==> config.mk <==
export PLATFORM = sky130hd
export DESIGN_NAME = btree_node_page_engine_top
export DESIGN_NICKNAME = d
export VERILOG_FILES = /design/src/hdl/bnpe_pkg.sv /design/src/hdl/bnpe_cell.sv /design/src/hdl/btree_node_page_engine_top.sv
export VERILOG_INCLUDE_DIRS = /design/src /design/src/hdl
export SDC_FILE = /design/constraint.sdc
export NUM_CORES = 2
export LEC_CHECK = 0
export BUFFER_PORTS_ARGS = -buffer_cell sky130_fd_sc_hd__buf_4
export CAP_MARGIN = 20
export CORE_MARGIN = 1.5
export CORE_UTILIZATION = 40
export CTS_CLUSTER_DIAMETER = 50
export DETAILED_ROUTE_END_ITERATION = 7
export PLACE_DENSITY = 0.55
export SLEW_MARGIN = 10
export SYNTH_ARGS = -nofsm -noshare
export SYNTH_HDL_FRONTEND = slang
export SYNTH_SLANG_ARGS = --single-unit
==> constraint.sdc <==
create_clock -name clock -period 18.9 [get_ports clock]
set_input_delay 0.945 -clock clock [delete_from_list [all_inputs] [get_ports clock]]
set_output_delay 0.945 -clock clock [all_outputs]
set_load 0.01 [all_outputs]
==> src/hdl/btree_node_page_engine_top_assert.svh <==
// Assertion macros for the node page engine.
`ifndef BTREE_NODE_PAGE_ENGINE_TOP_ASSERT_SVH
`define BTREE_NODE_PAGE_ENGINE_TOP_ASSERT_SVH

// Same-cycle implication
`define BNPE_ASSERT_SAME(lbl, ant, cons) \
   lbl: assert property (@(posedge clock) disable iff (reset) (ant) |-> (cons)) \
      else $error("bnpe same-cycle check failed");

// Next-cycle implication
`define BNPE_ASSERT_NEXT(lbl, ant, cons) \
   lbl: assert property (@(posedge clock) disable iff (reset) (ant) |=> (cons)) \
      else $error("bnpe next-cycle check failed");

`endif

==> src/hdl/bnpe_pkg.sv <==
`timescale 1ns / 1ps
`default_nettype none

package bnpe_pkg;

   typedef struct packed {
      logic signed [31:0] key;
      logic [15:0]        a;
      logic [15:0]        b;
   } payload_type;

   typedef struct packed {
      logic        valid;
      payload_type pay;
   } entry_type;

   typedef enum logic [1:0] {
      CELL_HOLD,
      CELL_SHIFT,
      CELL_COMPACT,
      CELL_WRITE
   } cell_cmd_type;

   localparam logic [2:0] OP_INSERT  = 3'd0;
   localparam logic [2:0] OP_LOOKUP  = 3'd1;
   localparam logic [2:0] OP_CHILD   = 3'd2;
   localparam logic [2:0] OP_SPLIT   = 3'd3;
   localparam logic [2:0] OP_COMPACT = 3'd4;
   localparam logic [2:0] OP_MIDDLE  = 3'd5;

   localparam logic [2:0] ST_OK         = 3'd0;
   localparam logic [2:0] ST_NOT_FOUND  = 3'd1;
   localparam logic [2:0] ST_FULL       = 3'd2;
   localparam logic [2:0] ST_WRONG_TYPE = 3'd3;
   localparam logic [2:0] ST_NO_VALID   = 3'd4;

   localparam logic CSR_NODE_IS_LEAF    = 1'b0;
   localparam logic CSR_RIGHTMOST_CHILD = 1'b1;

   localparam int SPLIT_MAX = 64;

endpackage

`default_nettype wire

==> src/hdl/bnpe_cell.sv <==
`timescale 1ns / 1ps
`default_nettype none

module bnpe_cell #(
   parameter int IDX = 0,
   parameter int UW  = 7
) (
   input  logic                   clock,
   input  logic                   reset,
   input  bnpe_pkg::cell_cmd_type cmd,
   input  logic [UW-1:0]          used_slots,
   input  bnpe_pkg::entry_type    nbr_in,
   input  bnpe_pkg::payload_type  wr_pay,
   input  logic                   hole_in,
   output logic                   hole_out,
   output bnpe_pkg::entry_type    entry_out
);
   import bnpe_pkg::*;

   logic        valid_ff, valid_in;
   payload_type pay_ff, pay_in;
   logic        below_used;

   assign below_used = UW'(IDX) < used_slots;
   // a hole anywhere at or below this slot pulls this slot one place down
   assign hole_out   = hole_in | (!valid_ff && below_used);
   assign entry_out  = '{valid: valid_ff, pay: pay_ff};

   always_comb begin
      valid_in = valid_ff;
      pay_in   = pay_ff;
      case (cmd)
         CELL_SHIFT: begin
            valid_in = nbr_in.valid;
            pay_in   = nbr_in.pay;
         end
         CELL_COMPACT: begin
            if (hole_out) begin
               valid_in = nbr_in.valid;
               pay_in   = nbr_in.pay;
            end
         end
         CELL_WRITE: begin
            if (UW'(IDX) == used_slots) begin
               valid_in = 1'b1;
               pay_in   = wr_pay;
            end
         end
         default: begin
         end
      endcase
   end

   always_ff @(posedge clock) begin
      if (reset) begin
         valid_ff <= 1'b0;
      end else begin
         valid_ff <= valid_in;
      end
   end

   always_ff @(posedge clock) begin
      pay_ff <= pay_in;
   end

endmodule

`default_nettype wire

==> src/hdl/btree_node_page_engine_top.sv <==
`timescale 1ns / 1ps
`default_nettype none
// Flow: insert and wrong-type errors go straight to the result beat; lookup, child search
// and middle key first scan the row; split scans and then compacts; compact only compacts,
// closing the invalid slots below the slot count that it finds when compaction starts.
// Throughput: one item at a time; the scan rotates the row of ENTRIES cells once, one slot
// a cycle, and compaction closes one hole a cycle. Output stall holds the rotation.
// Reset (synchronous, active high) clears all valid marks and the slot count, sets the
// page to leaf and the rightmost child to 0. Keys and values are undefined until written.

module btree_node_page_engine_top #(
   parameter int ENTRIES = 64
) (
   input  logic               clock,
   input  logic               reset,
   input  logic               req_valid,
   output logic               req_stall,
   input  logic [2:0]         req_operation,
   input  logic signed [31:0] req_key,
   input  logic [15:0]        req_value_a,
   input  logic [15:0]        req_value_b,
   input  logic               req_invalidate,
   output logic               rsp_valid,
   input  logic               rsp_stall,
   output logic [2:0]         rsp_status,
   output logic               rsp_found,
   output logic signed [31:0] rsp_result_key,
   output logic [15:0]        rsp_result_a,
   output logic [15:0]        rsp_result_b,
   output logic [5:0]         rsp_slot_index,
   output logic               rsp_last,
   input  logic               csr_write_enable,
   input  logic               csr_index,
   input  logic [15:0]        csr_write_data
);
   import bnpe_pkg::*;

   localparam int UW = $clog2(ENTRIES + 1);

   typedef enum logic [1:0] {
      S_IDLE,
      S_SCAN,
      S_COMPACT,
      S_FINAL
   } state_type;

   state_type          state_ff, state_in;
   logic [2:0]         op_ff, op_in;
   logic signed [31:0] key_ff, key_in;
   logic               inv_ff, inv_in;
   logic [UW-1:0]      used_ff, used_in;
   logic [UW-1:0]      cnt_ff, cnt_in;
   logic               hit_ff, hit_in;
   logic               err_ff, err_in;
   logic               full_ff, full_in;
   logic [6:0]         moved_ff, moved_in;
   logic signed [31:0] res_key_ff, res_key_in;
   logic [15:0]        res_a_ff, res_a_in;
   logic [15:0]        res_b_ff, res_b_in;
   logic [5:0]         res_slot_ff, res_slot_in;
   logic               leaf_ff;
   logic [15:0]        rmc_ff;

   logic               rsp_valid_ff;
   logic [2:0]         rsp_status_ff, rsp_status_in;
   logic               rsp_found_ff, rsp_found_in;
   logic signed [31:0] rsp_key_ff, rsp_key_in;
   logic [15:0]        rsp_a_ff, rsp_a_in;
   logic [15:0]        rsp_b_ff, rsp_b_in;
   logic [5:0]         rsp_slot_ff, rsp_slot_in;
   logic               rsp_last_ff, rsp_last_in;
   logic               out_load;
   logic               out_free;
   logic               accept;

   cell_cmd_type       cell_cmd;
   entry_type          chain [ENTRIES];
   entry_type          tail;
   entry_type          head;
   payload_type        wr_pay;
   logic [ENTRIES:0]   hole;
   logic               hole_any;

   // ---------------------------------------------------------------
   // Row of cells: cell 0 is the head seen by the scan; the last cell
   // takes the fed-back head while rotating, an empty slot while compacting.
   // ---------------------------------------------------------------
   assign hole[0]  = 1'b0;
   assign hole_any = hole[ENTRIES];
   assign head     = chain[0];
   assign wr_pay   = '{key: req_key, a: req_value_a, b: req_value_b};

   for (genvar gi = 0; gi < ENTRIES; gi++) begin : g_cell
      entry_type nbr;
      if (gi == ENTRIES - 1) begin : g_tail
         assign nbr = tail;
      end else begin : g_mid
         assign nbr = chain[gi + 1];
      end
      bnpe_cell #(
         .IDX (gi),
         .UW  (UW)
      ) u_cell (
         .clock      (clock),
         .reset      (reset),
         .cmd        (cell_cmd),
         .used_slots (used_ff),
         .nbr_in     (nbr),
         .wr_pay     (wr_pay),
         .hole_in    (hole[gi]),
         .hole_out   (hole[gi + 1]),
         .entry_out  (chain[gi])
      );
   end

   // ---------------------------------------------------------------
   // Handshakes: take an item only when idle; the result register frees
   // up whenever the consumer is not stalling.
   // ---------------------------------------------------------------
   assign req_stall = (state_ff != S_IDLE);
   assign accept    = req_valid && !req_stall;
   assign out_free  = !rsp_valid_ff || !rsp_stall;

   assign rsp_valid      = rsp_valid_ff;
   assign rsp_status     = rsp_status_ff;
   assign rsp_found      = rsp_found_ff;
   assign rsp_result_key = rsp_key_ff;
   assign rsp_result_a   = rsp_a_ff;
   assign rsp_result_b   = rsp_b_ff;
   assign rsp_slot_index = rsp_slot_ff;
   assign rsp_last       = rsp_last_ff;

   // ---------------------------------------------------------------
   // Sequencer
   // ---------------------------------------------------------------
   always_comb begin
      state_in    = state_ff;
      op_in       = op_ff;
      key_in      = key_ff;
      inv_in      = inv_ff;
      used_in     = used_ff;
      cnt_in      = cnt_ff;
      hit_in      = hit_ff;
      err_in      = err_ff;
      full_in     = full_ff;
      moved_in    = moved_ff;
      res_key_in  = res_key_ff;
      res_a_in    = res_a_ff;
      res_b_in    = res_b_ff;
      res_slot_in = res_slot_ff;
      cell_cmd    = CELL_HOLD;
      tail        = '0;
      out_load    = 1'b0;
      rsp_status_in = ST_OK;
      rsp_found_in  = 1'b0;
      rsp_key_in    = '0;
      rsp_a_in      = '0;
      rsp_b_in      = '0;
      rsp_slot_in   = '0;
      rsp_last_in   = 1'b0;

      case (state_ff)
         S_IDLE: begin
            if (accept) begin
               op_in       = req_operation;
               key_in      = req_key;
               inv_in      = req_invalidate;
               cnt_in      = '0;
               hit_in      = 1'b0;
               err_in      = 1'b0;
               full_in     = 1'b0;
               moved_in    = '0;
               res_slot_in = '0;
               case (req_operation)
                  OP_INSERT: begin
                     if (used_ff >= UW'(ENTRIES)) begin
                        full_in = 1'b1;
                     end else begin
                        cell_cmd    = CELL_WRITE;
                        used_in     = UW'(used_ff + 1'b1);
                        res_slot_in = 6'(used_ff);
                     end
                     state_in = S_FINAL;
                  end
                  OP_LOOKUP, OP_SPLIT: begin
                     err_in   = !leaf_ff;
                     state_in = leaf_ff ? S_SCAN : S_FINAL;
                  end
                  OP_CHILD: begin
                     err_in   = leaf_ff;
                     state_in = leaf_ff ? S_FINAL : S_SCAN;
                  end
                  OP_COMPACT: state_in = S_COMPACT;
                  OP_MIDDLE:  state_in = S_SCAN;
                  default:    state_in = S_IDLE; // drop unknown codes
               endcase
            end
         end

         S_SCAN: begin
            // Rotate one slot only when a moved entry could be handed on
            if (out_free) begin
               cell_cmd = CELL_SHIFT;
               tail     = head;
               cnt_in   = UW'(cnt_ff + 1'b1);
               if (cnt_ff == UW'(ENTRIES - 1)) begin
                  state_in = (op_ff == OP_SPLIT) ? S_COMPACT : S_FINAL;
               end
               case (op_ff)
                  OP_LOOKUP: begin
                     if (!hit_ff && head.valid && head.pay.key == key_ff) begin
                        hit_in      = 1'b1;
                        res_key_in  = head.pay.key;
                        res_a_in    = head.pay.a;
                        res_b_in    = head.pay.b;
                        res_slot_in = 6'(cnt_ff);
                        if (inv_ff) begin
                           tail.valid = 1'b0;
                        end
                     end
                  end
                  OP_CHILD: begin
                     if (head.valid && !(head.pay.key < key_ff) &&
                         (!hit_ff || head.pay.key < res_key_ff)) begin
                        hit_in      = 1'b1;
                        res_key_in  = head.pay.key;
                        res_a_in    = head.pay.a;
                        res_b_in    = '0;
                        res_slot_in = 6'(cnt_ff);
                     end
                  end
                  OP_SPLIT: begin
                     if (head.valid && head.pay.key < key_ff &&
                         moved_ff < 7'(SPLIT_MAX)) begin
                        tail.valid = 1'b0;
                        moved_in   = moved_ff + 1'b1;
                        // hand on the previous mover, hold this one back
                        if (hit_ff) begin
                           out_load      = 1'b1;
                           rsp_status_in = ST_OK;
                           rsp_found_in  = 1'b1;
                           rsp_key_in    = res_key_ff;
                           rsp_a_in      = res_a_ff;
                           rsp_b_in      = res_b_ff;
                           rsp_slot_in   = res_slot_ff;
                           rsp_last_in   = 1'b0;
                        end
                        hit_in      = 1'b1;
                        res_key_in  = head.pay.key;
                        res_a_in    = head.pay.a;
                        res_b_in    = head.pay.b;
                        res_slot_in = 6'(cnt_ff);
                     end
                  end
                  OP_MIDDLE: begin
                     if (!hit_ff && head.valid && cnt_ff >= (used_ff >> 1)) begin
                        hit_in      = 1'b1;
                        res_key_in  = head.pay.key;
                        res_a_in    = head.pay.a;
                        res_b_in    = head.pay.b;
                        res_slot_in = 6'(cnt_ff);
                     end
                  end
                  default: begin
                  end
               endcase
            end
         end

         S_COMPACT: begin
            // Close the lowest hole, one per cycle
            cell_cmd = CELL_COMPACT;
            if (hole_any) begin
               used_in = UW'(used_ff - 1'b1);
            end else begin
               state_in = S_FINAL;
            end
         end

         S_FINAL: begin
            if (out_free) begin
               out_load    = 1'b1;
               rsp_last_in = 1'b1;
               state_in    = S_IDLE;
               if (err_ff) begin
                  rsp_status_in = ST_WRONG_TYPE;
               end else begin
                  case (op_ff)
                     OP_INSERT: begin
                        rsp_status_in = full_ff ? ST_FULL : ST_OK;
                        rsp_slot_in   = res_slot_ff;
                     end
                     OP_LOOKUP, OP_MIDDLE, OP_CHILD, OP_SPLIT: begin
                        if (hit_ff) begin
                           rsp_found_in = 1'b1;
                           rsp_key_in   = res_key_ff;
                           rsp_a_in     = res_a_ff;
                           rsp_b_in     = res_b_ff;
                           rsp_slot_in  = res_slot_ff;
                        end else if (op_ff == OP_CHILD) begin
                           rsp_a_in = rmc_ff;
                        end
                        if (op_ff == OP_SPLIT) begin
                           rsp_status_in = (used_ff == '0) ? ST_NO_VALID : ST_OK;
                        end else if (!hit_ff && op_ff == OP_LOOKUP) begin
                           rsp_status_in = ST_NOT_FOUND;
                        end else if (!hit_ff && op_ff == OP_MIDDLE) begin
                           rsp_status_in = ST_NO_VALID;
                        end
                     end
                     OP_COMPACT: begin
                        rsp_status_in = (used_ff == '0) ? ST_NO_VALID : ST_OK;
                     end
                     default: begin
                     end
                  endcase
               end
            end
         end

         default: state_in = S_IDLE;
      endcase
   end

   always_ff @(posedge clock) begin
      if (reset) begin
         state_ff     <= S_IDLE;
         used_ff      <= '0;
         leaf_ff      <= 1'b1;
         rmc_ff       <= '0;
         rsp_valid_ff <= 1'b0;
      end else begin
         state_ff <= state_in;
         used_ff  <= used_in;
         if (csr_write_enable) begin
            case (csr_index)
               CSR_NODE_IS_LEAF:    leaf_ff <= csr_write_data[0];
               CSR_RIGHTMOST_CHILD: rmc_ff  <= csr_write_data;
               default: begin
               end
            endcase
         end
         if (out_load) begin
            rsp_valid_ff <= 1'b1;
         end else if (!rsp_stall) begin
            rsp_valid_ff <= 1'b0;
         end
      end
   end

   // Item context and result payload: no reset needed
   always_ff @(posedge clock) begin
      op_ff       <= op_in;
      key_ff      <= key_in;
      inv_ff      <= inv_in;
      cnt_ff      <= cnt_in;
      hit_ff      <= hit_in;
      err_ff      <= err_in;
      full_ff     <= full_in;
      moved_ff    <= moved_in;
      res_key_ff  <= res_key_in;
      res_a_ff    <= res_a_in;
      res_b_ff    <= res_b_in;
      res_slot_ff <= res_slot_in;
      if (out_load) begin
         rsp_status_ff <= rsp_status_in;
         rsp_found_ff  <= rsp_found_in;
         rsp_key_ff    <= rsp_key_in;
         rsp_a_ff      <= rsp_a_in;
         rsp_b_ff      <= rsp_b_in;
         rsp_slot_ff   <= rsp_slot_in;
         rsp_last_ff   <= rsp_last_in;
      end
   end

   // ---------------------------------------------------------------
   // Checks
   // ---------------------------------------------------------------
`include "btree_node_page_engine_top_assert.svh"

   `BNPE_ASSERT_NEXT(a_insert_grows, accept && req_operation == OP_INSERT && used_ff < UW'(ENTRIES), used_ff == UW'($past(used_ff) + 1'b1))
   `BNPE_ASSERT_NEXT(a_scan_holds, state_ff == S_SCAN && rsp_valid_ff && rsp_stall, cnt_ff == $past(cnt_ff))
   `BNPE_ASSERT_SAME(a_compacted, state_ff == S_FINAL && !err_ff && (op_ff == OP_SPLIT || op_ff == OP_COMPACT), !hole_any)

endmodule

`default_nettype wire

# Word-level counts from Yosys, hierarchy flattened
# Index checks and enable logic that the tools add are counted.
totals:
  output_inout_bits: 77
  in_bits: 90
  elab_cells: 1386
  ff_bits: 4385
op_classes:
  add_sub_neg: 4
  mux: 505
  n_eq_ne: 229
  bitwise: 66
  magnitude_cmp: 69
  reduce_logical: 232
op_table:
  columns: ["cell", "count"]
  rows:
  - ["one-hot mux 64 bit (3 select lines)", 64]
  - ["two-way mux 64 bit", 128]
  - ["two-way mux 16 bit", 24]
  - ["two-way mux 32 bit", 11]
  - ["!= test 2 x 1 -> 1 bit, second input constant", 130]
  - ["equality test 6 x 7 -> 1 bit, first input constant", 32]
  - ["less-than comparator 6 x 7 -> 1 bit, first input constant", 32]
  - ["AND reduction 3 bit", 65]
  - ["one-hot mux 1 bit (3 select lines)", 64]
  - ["two-way mux 1 bit", 150]
  - ["two-way mux 65 bit", 2]
  - ["one-hot mux 16 bit (4 select lines)", 2]
  - ["one-hot mux 32 bit (4 select lines)", 1]
  - ["equality test 5 x 7 -> 1 bit, first input constant", 16]
  - ["less-than comparator 5 x 7 -> 1 bit, first input constant", 16]
  - ["two-way mux 6 bit", 14]
  - ["logical AND 1 bit", 74]
  - ["logical NOT 1 bit", 70]
  - ["less-than comparator 32 bit", 2]
  - ["one-hot mux 16 bit (2 select lines)", 2]
  - ["one-hot mux 32 bit (2 select lines)", 1]
  - ["two-way mux 7 bit", 9]
  - ["OR 1 bit", 63]
  - ["equality test 4 x 7 -> 1 bit, first input constant", 8]
  - ["other kinds (48)", 125]

# Logic depth before layout (Yosys ltp)
depth:
  depth_word: 67
  ltp_mapped: 13
  mapped_depth_nobuf: 10

# Least setup slack after synthesis
# OpenSTA, ideal clock, no wires.
synth_path:
  path_kind: "register -> register"
  start: "register g_cell[0].u_cell.pay_ff, in the netlist g_cell[0].u_cell.entry_out[33]"
  end: "register res_a_ff[0] (enable)"
  period_less_slack_ps: 13141
  n_path_buf: 0
  t_required_ps: 18073
  setup_ps: 827
  stages_incl_launch_ff: 10
  setup_slack_ps: 5759
  t_arrival_ps: 12315
  cell_sequence: "edfxtp_1 > ha_1 > nor2b_1 > o21a_1 > o211ai_1 > a211oi_1 > or4_1 > a221oi_1 > mux2_2 > a2111oi_0"
synth_between:
  elab_chain_len: 6
  word_cells_on_any_way: 14
  cone_classes: "order compare (2); eq/ne (4); reduce/logical (8)"
synth_lines:
  columns: ["element", "line_no", "source"]
  rows:
  - ["start, declared", "bnpe_cell.sv:21", "payload_type pay_ff, pay_in;"]
  - ["start signal, assigned", "bnpe_cell.sv:63", "pay_ff <= pay_in;"]
  - ["less-than comparator 32 bit", "btree_node_page_engine_top.sv:223, btree_node_page_engine_top.sv:233", null]
  - ["logical NOT 1 bit", "btree_node_page_engine_top.sv:223", "if (head.valid && !(head.pay.key < key_ff) &&"]
  - ["logical AND 1 bit (2 in series)", "btree_node_page_engine_top.sv:223", null]
  - ["!= test 2 bit (no source line)", null, null]
  - ["AND reduction 7 bit (no source line) *", null, null]
  - ["end signal, assigned", "btree_node_page_engine_top.sv:362", "res_a_ff <= res_a_in;"]
  - ["end, declared", "btree_node_page_engine_top.sv:58", "logic [15:0] res_a_ff, res_a_in;"]
# Every way passes the cells marked *; elsewhere a longest branch is shown, timed or not.
# A chain may end at the register's enable or synchronous reset.

==> flow_summary_export.csv <==
group,metric,value,unit
clock_tree,cts_root_buffer,"clkbuf_16",
setup_path,slowest_delay,0.92,ns
min_path,whs_path_depth,1,
pwr,power,0.0398,W
timing,fmax,0.135,GHz
synthesis,seq_area_frac_synth,75.4,%
floorplan,start_util,40.2,%
clock_tree,htreeDepth,5,
min_path,min_path_type,"in -> reg",
floorplan,dieArea,437000,µm²
global_routing,grt_pass1_vias,99200,
synthesis,ys.flop_type,"edfxtp_1",
synthesis,synthesis.nets,10900,
floorplan,io_pins,167,
pwr,vdd_drop_max,0.149,mV
layout,final_layout_size_suffix_gt1_share,11.6,%
synthesis,synth_top_area_share,74.4,%
detailed_routing,wire_per_inst,25.6,µm
detailed_routing,dr.pass1.iters,5,
synthesis,ys_seq_elements,4385,
floorplan,core-area,431000,µm²
setup_path,critPathBufInv,6,
floorplan,fp.dieW,661,µm
pwr,pwr-share-comb,26.1,%
clock_tree,clock_latency,1.00,ns
global_routing,grt_pass1_wl,647000,µm
detailed_routing,route.detailed.drc,0,
setup_path,crit_path_max_fanout,237,
setup_path,critPathRequiredTime,19.74,ns
timing,fin_crit_sh,39.1,%
run_status,status,"complete, no violations",
placement,dp_hpwl,238000,µm
setup_path,rrSetupSlack,11.51,ns
min_path,min_from,"req_key[2]",
placement,placed_area,180000,µm²
setup_path,setup.worst_path.start_class,"flip-flop",
synthesis,synth_edf_count,4294,
timing,setup_viol,0,
setup_path,path_common_cell,"buf_4",
layout,design_area,196000,µm²
setup_path,startpoint,"state_ff[1]",
detailed_routing,ant_nets,0,
synthesis,netlist_top_cells_area,"edfxtp_1 74%, a21o_1 18%, clkbuf_1 1.1%",
pwr,leakage,84.7,nW
timing,max_slew_margin,14.7,%
setup_path,path_delay_family,"buffers and inverters",
synthesis,syn_area,173000,µm²
clock_tree,cts.path.max_buffers,4,
layout,layout_common_cells,"4,294 x edfxtp_1, 4,112 x a21o_1, 475 x clkbuf_16",
layout,fillCellCount,37400,
floorplan,die_y,661,µm
pwr,power_switching_share,30.4,%
setup_path,crit_slowest_cell,"buf_4",
synthesis,synth_warnings,0,
floorplan,num_rows,241,
synthesis,netlist_instances,10700,
detailed_routing,num_vias,94300,
pwr,power_per_cell_area,204,nW/µm²
synthesis,yosysTopAreaCell,"edfxtp_1",
pwr,p_int,0.0277,W
timing,rsz0062_at_grt,"false",
placement,dp_cells,15800,
setup_path,r2r_start,"state_ff[1]",
global_routing,grt_max_degree,274,
timing,clock_skew,0.0576,ns
layout,syn_to_final_growth,12.9,%
setup_path,worst_ep_arrival_time,8.23,ns
setup_path,path_cells,"inv_1, ha_1, and2_2, nand2_1, a221o_4, buf_4, buf_12, buf_4, buf_4, buf_12, a21o_1",
clock_tree,postCtsHoldBufs,0,
timing,max_slew.worst_pin.slew,1.28,ns
min_path,min_to,"key_ff[2]",
global_routing,antenna_found_initial,20,
timing,hold_violations,0,
setup_path,reg2reg_depth,11,
clock_tree,cts_resized,0,
layout,finalNonFillerCells,16700,
detailed_routing,vias_per_cell,5.64,
setup_path,end_kind,"flip-flop",
detailed_routing,first_iter_violations,8495,
pwr,p_seq_share,51.2,%
setup_path,crit_type,"reg -> reg",
clock_tree,post_cts_buffers,0,
clock_tree,clock-sinks,4385,
placement,io_buffers,166,
detailed_routing,drt-total-wl,428000,µm
clock_tree,cts_tree,"yes",
global_routing,overflow,0,
pwr,p_sw,0.0121,W
layout,final_nets,10800,
global_routing,grt_usage,19.3,%
placement,gp_congestion,0.874,
timing,finalCriticalPeriod,7.39,ns
timing,report.final.slew_viol_count,0,
clock_tree,clkTransAtPathRegs,0.06,ns
flow_run,cap_violations,0,
setup_path,r2r_end,"g_cell[46].u_cell.entry_out[35]",
synthesis,yosysUniqueCellTypes,88,
layout,final_common_cell,"edfxtp_1",
clock_tree,cts_buffers,467,
synthesis,synthArstFlopShare,0,%
timing,tns,0,ns
pwr,clockPowerShare,22.7,%
synthesis,syn_area_per_cell,16.2,µm²
## metal layers
layer  wire length (µm)  up-vias  share of wire (%)  global-route usage, %
li1                   -    40900                  -                      -
met1             187000    50400                 44                   26.1
met2             211000     2301                 49                   32.7
met3              20000      649                4.7                   2.69
met4              10400       10                2.4                   4.90
met5                124        -              0.029                  0.477
## through the flow
stage               hold WS, ns  setup WS, ns  util, %
floorplan                 0.427          5.76        -
global placement          0.443         11.83     41.8
detailed placement        0.443         11.67     41.8
CTS                      0.0679         11.69     45.3
global route             0.0987         11.09     45.4
finish                    0.142         11.51     45.4
## area by class of cell
type                            count  area, µm²  area share [%]
Clock buffer                      559      12300            6.26
Sequential cell                  4385     131000            66.8
Antenna cell                       12       30.0          0.0153
Inverter                           98        368           0.188
Tap cell                         5710       7140            3.65
Timing Repair Buffer              417       3310            1.69
Multi-Input combinational cell   5220      38900            19.9
Clock inverter                    310       2910            1.49
## registers in the layout, summed over array words and instances (netlist names), 2 cells and up
name,count
g_cell.u_cell.entry_out,4096
g_cell.u_cell.valid_ff,64
key_ff,32
res_key_ff,32
rsp_result_key,32
res_a_ff,16
res_b_ff,16
rmc_ff,16
rsp_result_a,16
rsp_result_b,16
cnt_ff,7
moved_ff,7
used_ff,7
res_slot_ff,6
rsp_slot_index,6
op_ff,3
rsp_status,3
state_ff,2
## how the worst max path moves through the flow
stage                                                  to  slack (ns)  depth (start not counted)
after global placement    g_cell[48].u_cell.entry_out[30]       11.83                         10
after global routing      g_cell[15].u_cell.entry_out[39]       11.09                         11
final                     g_cell[46].u_cell.entry_out[35]       11.51                         11
after floorplan                               res_a_ff[0]        5.76                          9
after CTS                 g_cell[46].u_cell.entry_out[41]       11.69                         11
after detailed placement  g_cell[46].u_cell.entry_out[41]       11.67                         10
## logic make-up after synthesis
group	Yosys count	share of synthesized area (%)
AOI/OAI and AO/OA	4544	19.5
DFF	4385	75.4
buffers and inverters	1099	2.62
and+or+nand+nor	580	1.82
adders and majority gates	81	0.585
xor gates and xnor gates	11	0.0556
muxes	4	0.0245
## synthesized netlist by cell type, types with 6 or more instances
library cell / number
and3_1: 24
o211ai_1: 6
nor2b_1: 31
o21ai_0: 58
or3_1: 9
a31oi_1: 23
buf_2: 278
clkbuf_1: 527
ha_1: 81
nand2_1: 99
buf_4: 8
o21a_1: 16
o22ai_1: 6
a41oi_1: 8
nand4_1: 9
a311oi_1: 23
a21o_1: 4112
a21oi_1: 148
a22o_1: 17
a211o_1: 6
xnor2_1: 7
edfxtp_1: 4294
a211oi_1: 60
inv_1: 97
nand3_1: 29
buf_1: 183
nor2_1: 159
nor4_1: 15
nand2b_1: 10
a221oi_1: 8
dfxtp_1: 91
nor3_1: 46
and2_1: 100
## power by group through the flow
stage	registers, W	logic (W)	clock network, W
global route	0.0209	0.0113	0.00962
global placement	0.0206	0.0103	0
CTS	0.0205	0.0106	0.00927
detailed placement	0.0206	0.0105	0
floorplan	0.0205	0.00664	0
finish	0.0204	0.0104	0.00905
No activity file was read; power rests on OpenSTA's default activity.
